### src/rtl/protobuf_token_lexer_assert.svh
// ----------------------------------------------------------------------------
// protobuf_token_lexer_assert
// Assertion macros used by the lexer RTL.
// ----------------------------------------------------------------------------
`ifndef PROTOBUF_TOKEN_LEXER_ASSERT_SVH
`define PROTOBUF_TOKEN_LEXER_ASSERT_SVH
`ifndef NO_ASSERTIONS
`define PTL_ASSERT_IMPL(label, clk, rst_n, ante, cons) \
    label: assert property (@(posedge clk) disable iff (!rst_n) (ante) |-> (cons)) \
        else $error("lexer assertion failed");
`define PTL_ASSERT_NEXT(label, clk, rst_n, ante, cons) \
    label: assert property (@(posedge clk) disable iff (!rst_n) (ante) |=> (cons)) \
        else $error("lexer assertion failed");
`else
`define PTL_ASSERT_IMPL(label, clk, rst_n, ante, cons)
`define PTL_ASSERT_NEXT(label, clk, rst_n, ante, cons)
`endif
`endif

### src/rtl/ptl_pkg.sv
// ----------------------------------------------------------------------------
// ptl_pkg
// Types, constants and character class helpers for the protobuf token lexer.
// ----------------------------------------------------------------------------
`default_nettype none
package ptl_pkg;

    localparam int POSITION_BITS_DEFAULT = 32;
    localparam int NWORDS = 27;
    localparam int RPC_INDEX = 11;
    localparam logic [NWORDS-1:0] KEYWORD_MASK = 27'h00007FF;
    localparam logic [NWORDS-1:0] TYPE_MASK = 27'h7FFF000;
    localparam logic [NWORDS-1:0] ALL_WORDS = 27'h7FFFFFF;

    typedef enum logic [3:0] {
        M_IDLE   = 4'd0,
        M_NAME   = 4'd1,
        M_NUMBER = 4'd2,
        M_STRING = 4'd3,
        M_SLASH  = 4'd4,
        M_LINE   = 4'd5,
        M_BLOCK  = 4'd6,
        M_ANGLE  = 4'd7,
        M_OPER   = 4'd8
    } mode_t;

    typedef enum logic [3:0] {
        TT_DEFAULT = 4'd0,
        TT_KEYWORD = 4'd1,
        TT_TYPE    = 4'd2,
        TT_IDENT   = 4'd3,
        TT_NUMBER  = 4'd4,
        TT_STRING  = 4'd5,
        TT_OPEN    = 4'd6,
        TT_CLOSE   = 4'd7,
        TT_COMMENT = 4'd8,
        TT_PUNCT   = 4'd9
    } tok_t;

    // Word list, up to 8 bytes, first byte in the low byte.
    function automatic logic [63:0] word_text(input int k);
        logic [63:0] w;
        unique case (k)
            0: w = "mune";
            1: w = "egassem";
            2: w = "ralugnis";
            3: w = "lanoitpo";
            4: w = "detaeper";
            5: w = "pam";
            6: w = "eurt";
            7: w = "eslaf";
            8: w = "xatnys";
            9: w = "ecivres";
            10: w = "snruter";
            11: w = "cpr";
            12: w = "elbuod";
            13: w = "taolf";
            14: w = "23tni";
            15: w = "46tni";
            16: w = "23tniu";
            17: w = "46tniu";
            18: w = "23tnis";
            19: w = "46tnis";
            20: w = "23dexif";
            21: w = "46dexif";
            22: w = "23dexifs";
            23: w = "46dexifs";
            24: w = "loob";
            25: w = "gnirts";
            default: w = "setyb";
        endcase
        return w;
    endfunction

    function automatic logic [3:0] word_len(input int k);
        logic [3:0] l;
        unique case (k)
            0, 6, 24: l = 4'd4;
            1, 9, 10, 20, 21: l = 4'd7;
            2, 3, 4, 22, 23: l = 4'd8;
            5, 11: l = 4'd3;
            7, 13, 14, 15, 26: l = 4'd5;
            default: l = 4'd6;
        endcase
        return l;
    endfunction

    function automatic logic lower_letter(input logic [7:0] c);
        return c >= 8'h61 && c <= 8'h7A;
    endfunction
    function automatic logic is_upper(input logic [7:0] c);
        return c >= 8'h41 && c <= 8'h5A;
    endfunction
    function automatic logic dec_digit(input logic [7:0] c);
        return c >= 8'h30 && c <= 8'h39;
    endfunction
    function automatic logic is_name_start(input logic [7:0] c);
        return c == 8'h5F || lower_letter(c) || is_upper(c);
    endfunction
    function automatic logic is_space(input logic [7:0] c);
        return c == 8'h20 || c == 8'h09 || c == 8'h0D || c == 8'h0A
            || c == 8'h0B || c == 8'h0C;
    endfunction

endpackage
`default_nettype wire

### src/rtl/protobuf_token_lexer.sv
// Output: a result is registered in the output slots when its byte is taken.
// Throughput: one item per cycle while in_stall is low, which it is not while
// the output stalls with a result held; a byte that yields two tokens emits them
// one after the other, and the input stalls while the second token waits in its slot.
// Reset: rst_n is asynchronous active low; it returns the lexer to idle
// between tokens at position zero with no results pending.
// ----------------------------------------------------------------------------
// protobuf_token_lexer
// Byte-per-cycle lexer, held by in_stall, that classifies protobuf source into tokens.
// ----------------------------------------------------------------------------
`default_nettype none
module protobuf_token_lexer
    import ptl_pkg::*;
#(
    parameter int POSITION_BITS = POSITION_BITS_DEFAULT
)
(
    input  wire logic        clk,
    input  wire logic        rst_n,
    input  wire logic        in_valid,
    output logic             in_stall,
    input  wire logic        kind,
    input  wire logic [7:0]  ch,
    output logic             out_valid,
    input  wire logic        out_stall,
    output logic [3:0]       tok_class,
    output logic [31:0]      token_start,
    output logic [31:0]      token_end,
    output logic             last
);
`include "protobuf_token_lexer_assert.svh"

    localparam int PB = POSITION_BITS;

    // Lexer state.
    logic [PB-1:0]     pos_reg, spos_reg;
    mode_t             mode_reg;
    logic [7:0]        open_reg;
    logic [NWORDS-1:0] cand_reg;
    logic [3:0]        len_reg;
    logic [2:0]        flags_reg;
    logic              rpc_reg, esc_reg, ostage_reg;

    // Output: up to two results held; the second waits in a second slot.
    logic        o0_v_reg, o1_v_reg;
    logic [3:0]  o0_t_reg, o1_t_reg;
    logic [31:0] o0_s_reg, o0_e_reg, o1_s_reg, o1_e_reg;
    logic        o0_l_reg;

    logic take;
    // The lexer takes an item when both output slots will be free to receive.
    assign in_stall = o1_v_reg || (o0_v_reg && out_stall);
    assign take = in_valid && !in_stall;

    // Word matching. While a name is pending the same candidate mask and
    // length give both the match of the name so far and the update for the
    // incoming byte; a new name starts from the full mask.
    logic [NWORDS-1:0] cand_src, cand_upd, hit;
    logic [3:0]        len_src;
    logic              fresh;
    assign fresh = (mode_reg != M_NAME);
    assign cand_src = fresh ? ALL_WORDS : cand_reg;
    assign len_src = fresh ? 4'd0 : len_reg;

    ptl_words u_words (
        .cand     (cand_src),
        .len      (len_src),
        .ch       (ch),
        .cand_upd (cand_upd),
        .hit      (hit)
    );

    // Combinational step.
    logic [PB-1:0]     pos_next, spos_next, nxt;
    mode_t             mode_next;
    logic [7:0]        open_next;
    logic [NWORDS-1:0] cand_next;
    logic [3:0]        len_next;
    logic [2:0]        flags_next;
    logic              rpc_next, esc_next, ostage_next;
    logic [1:0]        n;
    logic [3:0]        t0, t1;
    logic [31:0]       s0, e0, s1, e1;

    always_comb
    begin
        logic        fin, taken, fin_rpc, is_rpc_hit;
        logic [3:0]  ft, nt;
        logic [PB-1:0] fend, cur;
        logic        do_begin, is_op4;

        pos_next = pos_reg; spos_next = spos_reg; mode_next = mode_reg;
        open_next = open_reg; cand_next = cand_reg; len_next = len_reg;
        flags_next = flags_reg; rpc_next = rpc_reg; esc_next = esc_reg;
        ostage_next = ostage_reg;
        n = 2'd0; t0 = 4'd0; t1 = 4'd0; s0 = '0; e0 = '0; s1 = '0; e1 = '0;
        cur = pos_reg;
        nxt = pos_reg + 1'b1;
        fin = 1'b0; taken = 1'b0; fend = cur; do_begin = 1'b0;
        nt = 4'hF;
        is_rpc_hit = hit[RPC_INDEX];
        is_op4 = open_reg == 8'h2B || open_reg == 8'h2D
            || open_reg == 8'h7C || open_reg == 8'h26;

        // Type of the pending token.
        fin_rpc = 1'b0;
        unique case (mode_reg)
            M_NAME:
            begin
                if (is_rpc_hit)
                begin
                    ft = TT_KEYWORD; fin_rpc = 1'b1;
                end
                else if ((hit & KEYWORD_MASK) != '0) ft = TT_KEYWORD;
                else if ((hit & TYPE_MASK) != '0) ft = TT_TYPE;
                else if (!rpc_reg && flags_reg == 3'b100) ft = TT_TYPE;
                else ft = TT_IDENT;
            end
            M_NUMBER: ft = TT_NUMBER;
            M_STRING: ft = TT_STRING;
            M_LINE, M_BLOCK: ft = TT_COMMENT;
            default: ft = TT_PUNCT;
        endcase

        if (kind)
        begin
            fin = (mode_reg != M_IDLE);
            fend = cur;
        end
        else
        begin
            unique case (mode_reg)
                M_NAME:
                    if (is_name_start(ch) || dec_digit(ch)) taken = 1'b1;
                    else fin = 1'b1;
                M_NUMBER:
                    if (is_name_start(ch) && ch != 8'h5F || dec_digit(ch))
                        taken = 1'b1;
                    else fin = 1'b1;
                M_STRING:
                begin
                    taken = 1'b1;
                    if (esc_reg) esc_next = 1'b0;
                    else if (ch == open_reg)
                    begin
                        fin = 1'b1; fend = nxt;
                    end
                    else if (ch == 8'h5C) esc_next = 1'b1;
                end
                M_SLASH:
                    if (ch == 8'h2F)
                    begin
                        taken = 1'b1; mode_next = M_LINE;
                    end
                    else if (ch == 8'h2A)
                    begin
                        taken = 1'b1; mode_next = M_BLOCK; esc_next = 1'b0;
                    end
                    else if (ch == 8'h3D)
                    begin
                        taken = 1'b1; fin = 1'b1; fend = nxt;
                    end
                    else fin = 1'b1;
                M_LINE:
                    if (ch != 8'h0A) taken = 1'b1;
                    else fin = 1'b1;
                M_BLOCK:
                begin
                    taken = 1'b1;
                    if (esc_reg && ch == 8'h2F)
                    begin
                        fin = 1'b1; fend = nxt;
                    end
                    else esc_next = (ch == 8'h2A);
                end
                M_ANGLE:
                    if (!ostage_reg && ch == open_reg)
                    begin
                        taken = 1'b1; ostage_next = 1'b1;
                    end
                    else if (ch == 8'h3D)
                    begin
                        taken = 1'b1; fin = 1'b1; fend = nxt;
                    end
                    else fin = 1'b1;
                M_OPER:
                    if (ch == 8'h3D || (is_op4 && ch == open_reg))
                    begin
                        taken = 1'b1; fin = 1'b1; fend = nxt;
                    end
                    else fin = 1'b1;
                default: ;
            endcase
            do_begin = !taken;
        end

        if (fin)
        begin
            n = 2'd1; t0 = ft;
            s0 = 32'(spos_reg); e0 = 32'(fend);
            rpc_next = fin_rpc;
            mode_next = M_IDLE;
        end

        if (!kind && taken && mode_reg == M_NAME)
        begin
            cand_next = cand_upd;
            if (len_reg != 4'd15) len_next = len_reg + 1'b1;
            if (ch == 8'h5F) flags_next[1] = 1'b1;
            if (lower_letter(ch)) flags_next[2] = 1'b1;
        end

        if (do_begin && !is_space(ch))
        begin
            spos_next = cur;
            if (is_name_start(ch))
            begin
                mode_next = M_NAME;
                cand_next = cand_upd;
                len_next = 4'd1;
                flags_next = {lower_letter(ch), ch == 8'h5F, lower_letter(ch)};
            end
            else if (dec_digit(ch)) mode_next = M_NUMBER;
            else if (ch == 8'h22 || ch == 8'h27)
            begin
                mode_next = M_STRING; open_next = ch; esc_next = 1'b0;
            end
            else if (ch == 8'h7B || ch == 8'h5B || ch == 8'h28) nt = TT_OPEN;
            else if (ch == 8'h7D || ch == 8'h5D || ch == 8'h29) nt = TT_CLOSE;
            else if (ch == 8'h2F) mode_next = M_SLASH;
            else if (ch == 8'h3C || ch == 8'h3E)
            begin
                mode_next = M_ANGLE; open_next = ch; ostage_next = 1'b0;
            end
            else if (ch == 8'h3A || ch == 8'h3D || ch == 8'h21 || ch == 8'h2B
                || ch == 8'h2D || ch == 8'h2A || ch == 8'h25 || ch == 8'h5E
                || ch == 8'h7C || ch == 8'h26)
            begin
                mode_next = M_OPER; open_next = ch;
            end
            else if (ch == 8'h3B || ch == 8'h2C || ch == 8'h2E) nt = TT_PUNCT;
            else nt = TT_DEFAULT;
            if (nt != 4'hF)
            begin
                rpc_next = 1'b0;
                if (fin)
                begin
                    n = 2'd2; t1 = nt; s1 = 32'(cur); e1 = 32'(nxt);
                end
                else
                begin
                    n = 2'd1; t0 = nt; s0 = 32'(cur); e0 = 32'(nxt);
                end
            end
        end

        if (kind)
        begin
            pos_next = '0; spos_next = '0; open_next = 8'h00;
            cand_next = ALL_WORDS; len_next = 4'd0; flags_next = 3'b000;
            esc_next = 1'b0; ostage_next = 1'b0; mode_next = M_IDLE;
        end
        else pos_next = nxt;
    end

    always_ff @(posedge clk or negedge rst_n)
    begin
        if (!rst_n)
        begin
            pos_reg <= '0; spos_reg <= '0; mode_reg <= M_IDLE; open_reg <= 8'h00;
            cand_reg <= ALL_WORDS; len_reg <= 4'd0; flags_reg <= 3'b000;
            rpc_reg <= 1'b0; esc_reg <= 1'b0; ostage_reg <= 1'b0;
        end
        else if (take)
        begin
            pos_reg <= pos_next; spos_reg <= spos_next; mode_reg <= mode_next;
            open_reg <= open_next; cand_reg <= cand_next; len_reg <= len_next;
            flags_reg <= flags_next; rpc_reg <= rpc_next; esc_reg <= esc_next;
            ostage_reg <= ostage_next;
        end
    end

    // Output slots: slot 0 faces the port, slot 1 holds a second token.
    always_ff @(posedge clk or negedge rst_n)
    begin
        if (!rst_n)
        begin
            o0_v_reg <= 1'b0; o1_v_reg <= 1'b0;
        end
        else if (take)
        begin
            o0_v_reg <= (n != 2'd0);
            o1_v_reg <= (n == 2'd2);
        end
        else if (o0_v_reg && !out_stall)
        begin
            o0_v_reg <= o1_v_reg;
            o1_v_reg <= 1'b0;
        end
    end

    always_ff @(posedge clk)
    begin
        if (take)
        begin
            o0_t_reg <= t0; o0_s_reg <= s0; o0_e_reg <= e0;
            o0_l_reg <= (n == 2'd1);
            o1_t_reg <= t1; o1_s_reg <= s1; o1_e_reg <= e1;
        end
        else if (o0_v_reg && !out_stall)
        begin
            o0_t_reg <= o1_t_reg; o0_s_reg <= o1_s_reg; o0_e_reg <= o1_e_reg;
            o0_l_reg <= 1'b1;
        end
    end

    assign out_valid = o0_v_reg;
    assign tok_class = o0_t_reg;
    assign token_start = o0_s_reg;
    assign token_end = o0_e_reg;
    assign last = o0_l_reg;

    `PTL_ASSERT_IMPL(a_slot_order, clk, rst_n, o1_v_reg, o0_v_reg)
    `PTL_ASSERT_IMPL(a_first_not_last, clk, rst_n, o1_v_reg, !o0_l_reg)
    `PTL_ASSERT_NEXT(a_flush_idle, clk, rst_n, take && kind, mode_reg == M_IDLE && pos_reg == '0)
    `PTL_ASSERT_IMPL(a_no_take_full, clk, rst_n, o1_v_reg, !take)
endmodule
`default_nettype wire

### src/rtl/ptl_words.sv
// ----------------------------------------------------------------------------
// ptl_words
// Keyword candidate mask update and the hit mask for keyword or type classification.
// ----------------------------------------------------------------------------
`default_nettype none
module ptl_words
    import ptl_pkg::*;
(
    input  wire logic [NWORDS-1:0] cand,
    input  wire logic [3:0]        len,
    input  wire logic [7:0]        ch,
    output logic      [NWORDS-1:0] cand_upd,
    output logic      [NWORDS-1:0] hit
);
    always_comb
    begin
        logic [63:0] w;
        for (int k = 0; k < NWORDS; k++)
        begin
            w = word_text(k);
            cand_upd[k] = cand[k] && (len < word_len(k))
                && (w[len[2:0]*8 +: 8] == ch);
            hit[k] = cand[k] && (word_len(k) == len);
        end
    end
endmodule
`default_nettype wire

### config.mk
export PLATFORM = sky130hd
export DESIGN_NAME = protobuf_token_lexer
export DESIGN_NICKNAME = d
export VERILOG_FILES = /design/src/rtl/ptl_pkg.sv /design/src/rtl/protobuf_token_lexer.sv /design/src/rtl/ptl_words.sv
export VERILOG_INCLUDE_DIRS = /design/src /design/src/rtl
export SDC_FILE = /design/constraint.sdc
export NUM_CORES = 1
export LEC_CHECK = 0
export BUFFER_PORTS_ARGS = -buffer_cell sky130_fd_sc_hd__buf_2
export CELL_PAD_IN_SITES_DETAIL_PLACEMENT = 0
export CELL_PAD_IN_SITES_GLOBAL_PLACEMENT = 1
export CORE_MARGIN = 5
export CORE_UTILIZATION = 44
export CTS_CLUSTER_SIZE = 28
export DETAILED_ROUTE_END_ITERATION = 7
export MAX_ROUTING_LAYER = met4
export PLACE_DENSITY = 0.76
export SETUP_SLACK_MARGIN = 0.15
export SLEW_MARGIN = 10
export SYNTH_ARGS = -nofsm -noshare
export SYNTH_HDL_FRONTEND = slang
export SYNTH_SLANG_ARGS = --single-unit
### constraint.sdc
create_clock -name clk -period 3.7 [get_ports clk]
set_input_delay 0.185 -clock clk [delete_from_list [all_inputs] [get_ports clk]]
set_output_delay 0.185 -clock clk [all_outputs]
set_load 0.02 [all_outputs]
==> summary.md <==
| Metric | Value |
|---|---|
| Status | complete, no violations |
| CTS H-tree depth | 1 |
| Syn_area_per_cell | 9.16 um2 |
| Worst Max-Slew Pin Slew | 0.797 ns |
| Max-Cap Viols | 0 |
| Time the worst path needs with I/O delays and setup | 3.38 ns |
| Antenna violations before repair | 0 |
| CP peak stage delay | 0.65 ns |
| Crit Path Category | flip-flop to flip-flop |
| EDFF count, synth | 136 |
| Synthesized flop and latch total | 251 |
| WP data required | 4.02 ns |
| Crit Reg-Reg Endpoint | token_end[31] |
| Max Clock Skew | 0.0227 ns |
| DRC Markers | 0 |
| Metal2 WL | 23000 um |
| Fin nets | 1779 |
| Core Area | 35400 um2 |
| Met1 wire length | 21800 um |
| Row count | roughly 70 |
| # IOs | 84 |
| PnR worst setup slack | 0.317 ns |
| Initial core utilization | 44.4% |
| DIE HEIGHT | 199 um |
| Final hold vios | 0 |
| Routed via count | between 10k and 15k |
| Synth Instances | 1715 |
| CP Capture Type | flip-flop |
| Fmax achieved | just under 300 MHz |
| Crit-path leading delay family | compound AO/OA/AOI/OAI gates |
| Synth Flop Type | edfxtp_1 |
| Max_slew headroom | 46.9% |
| Worst Setup Start Kind | flip-flop |
| Fin. max-slew vios | 0 |
| Clock Path Buffers | 3 |
| Detailed-placement wirelength estimate | 33300 um |
| Worst path slowest cell | a2111oi_1 |
| 1st-iter DRT viols | 1354 |
| Vias in the first global route | 13.0k |
| Fin Setup TNS | 0 ns |
| Synth Warn # | 0 |
| LEAKAGE | 6.97 nW |
| Ant diodes | 0 |
| Tot GR Track Use | 25.2% |
| Post-DRT Antenna Nets | 0 |
| CTS buffer count | 29 |
| Layout cell share with drive strength beyond 1 | 16.9% |
| RSZ-0062 raised after global routing | false |
| Worst vdd ir | 0.377 mV |
| Syn-to-layout area delta | 13.3% |
| Sequential-to-total area share from yosys stat | 44.5% |
| Reg clk slew, reported paths | 0.07 ns |
| CP cell instances | xnor2_1, nand4_1, a2111oi_1, o211ai_1, or4_1, a22o_1, o21bai_1, a221o_1 |
| DRT Pass-1 Iters | 6 |
| CTS tree | done |
| Die area | between 30000 and 40000 um2 |
| Syn_nets | 1743 |
| Reg2Reg Launch Point | open_reg[6] |
| Dpl ws | 0.229 ns |
| Via/cell ratio | 6.16 |
| CTS Sinks | roughly 250 |
| IO Port Bufs | 83 |
| WL/cell | about 22 um |
| Clock Root Buffer | clkbuf_16 |
| Die width | 199 um |
| CP bufs+invs | 0 |
| Depth of the worst register-to-register path | 8 |
| Final Hold Slack | 0.103 ns |
| Fraction of registers with async set/reset | 45.8% |
| Met3 WL post-DR | ~3300 um |
| Cell variety after synth | 101 |
| Syn Std Cell Area | 15700 um2 |
| Period utilization | 91.4% |
| Power Density | about 620 nW/um2 |
| Grt ovf | 0 |
| Worst Path Arrival | about 3.7 ns |
| Register-to-register setup slack | 0.32 ns |
| Global-route wire length before repair | 77100 um |
| Post-CTS Setup Bufs | 0 |
| Largest net degree at the start of global routing | between 80 and 90 |
| Total Wirelength | 49000 um |
| Highest metal used | met4 |
| HP Class | input pin to async pin |
| Gpl congestion | 0.987 |
| Clock latency on the worst-skew pair | around 0.59 ns |
| Critical path peak fanout | 6 |
| Setup violators final | 0 |
## cells in the final DEF (no fill, tap or decap), types with 7 or more instances in the layout
cell type  count
nor2_1       216
nand2_1      152
edfxtp_1     136
o21ai_0      115
a21oi_1       95
dfrtp_1       88
buf_4         85
buf_2         82
xnor2_1       70
and3_1        51
a22o_1        42
xor2_1        41
nand3_1       36
a221oi_1      34
a31oi_1       32
nor3_1        30
clkbuf_16     29
inv_1         28
dfstp_2       27
nand4_1       23
o31ai_1       23
nor4_1        18
a2bb2oi_1     16
ha_1          15
nor2b_1       13
and2_1        12
o22a_1        12
and4_1        11
nand2b_1      11
a211oi_1      11
o22ai_1       11
o21bai_1      10
mux2_2         8
a21o_1         7
or3_1          7
buf_12         7
## cell usage after synthesis, types with 13 or more instances
| library cell | n | area [um2] |
|---|---|---|
| buf_1 | 18 | 67.6 |
| a221oi_1 | 34 | 298 |
| a2bb2oi_1 | 16 | 140 |
| clkbuf_1 | 111 | 417 |
| a31oi_1 | 32 | 200 |
| inv_1 | 28 | 105 |
| xnor2_1 | 70 | 613 |
| nand2_1 | 154 | 578 |
| dfrtp_1 | 88 | 2200 |
| nor2b_1 | 13 | 81.3 |
| edfxtp_1 | 136 | 4080 |
| nand3_1 | 36 | 180 |
| o21ai_0 | 115 | 576 |
| a22o_1 | 42 | 368 |
| nor4_1 | 19 | 119 |
| and3_1 | 51 | 319 |
| xor2_1 | 41 | 359 |
| ha_1 | 15 | 188 |
| nand4_1 | 23 | 144 |
| buf_2 | 30 | 150 |
| nor2_1 | 216 | 811 |
| a21oi_1 | 95 | 475 |
| o31ai_1 | 23 | 173 |
| nor3_1 | 31 | 155 |
| dfstp_2 | 27 | 709 |
## area by class of cell
class                           instances  area [um2]
Clock buffer                           37         806
Timing Repair Buffer                  176        1210
Fill cell                            3376       17600
Multi-Input combinational cell       1264        7910
Clock inverter                         17         190
Sequential cell                       251        7000
Inverter                               29         114
Tap cell                              461         577
## how the worst max path moves through the flow
stage | from | endpoint | slack (ns) | depth (start not counted)
after floorplan | mode_reg[2] | cand_reg[20] | 0.37 | 13
after global placement | open_reg[0] | token_end[31] | 0.19 | 8
after detailed placement | ch[4] | token_end[31] | 0.23 | 9
after CTS | mode_reg[0] | token_end[2] | 0.18 | 9
after global routing | open_reg[1] | token_end[21] | 0.15 | 10
final | open_reg[6] | token_end[31] | 0.32 | 8
## logic make-up after synthesis
group	count (synthesis)	synth area share [%]
AO/OA/AOI/OAI	492	21.6
XOR/XNOR	111	6.19
adder cells (fa/ha/maj)	15	1.19
buffers and inverters	200	5.47
flip-flops	251	44.5
multiplexers	12	0.828
AND/OR/NAND/NOR	634	20.2
## power breakdown
part | internal [mW] | switching, mW
registers | 3.86 | 0.386
clock network | 1.76 | 1.22
logic | 1.25 | 2.50
## metrics by stage
stage	instances	cell area (um2)	util [%]	total power [mW]
2_1_floorplan	1715	15700	-	6.67
3_3_place_gp	2179	16800	47.4	7.98
3_5_place_dp	2179	16800	47.4	8.04
4_1_cts	2235	17800	50.2	11.1
5_1_grt	2235	17800	50.3	11.5
6_report	2235	17800	50.3	11.0
## layer usage
layer / up-vias / track usage, %
li1: 6403 / -
met1: 6750 / 35.2
met2: 553 / 39.7
met3: 70 / 3.15
met4: 0 / 5.29
met5: - / -
## what timing repair did
action,CTS,global route
hold buffers,2,0
hold endpoints to repair,28,0
endpoints found under the setup margin,0,41
gates resized for setup,0,4
(Power assumes the default switching activity.)
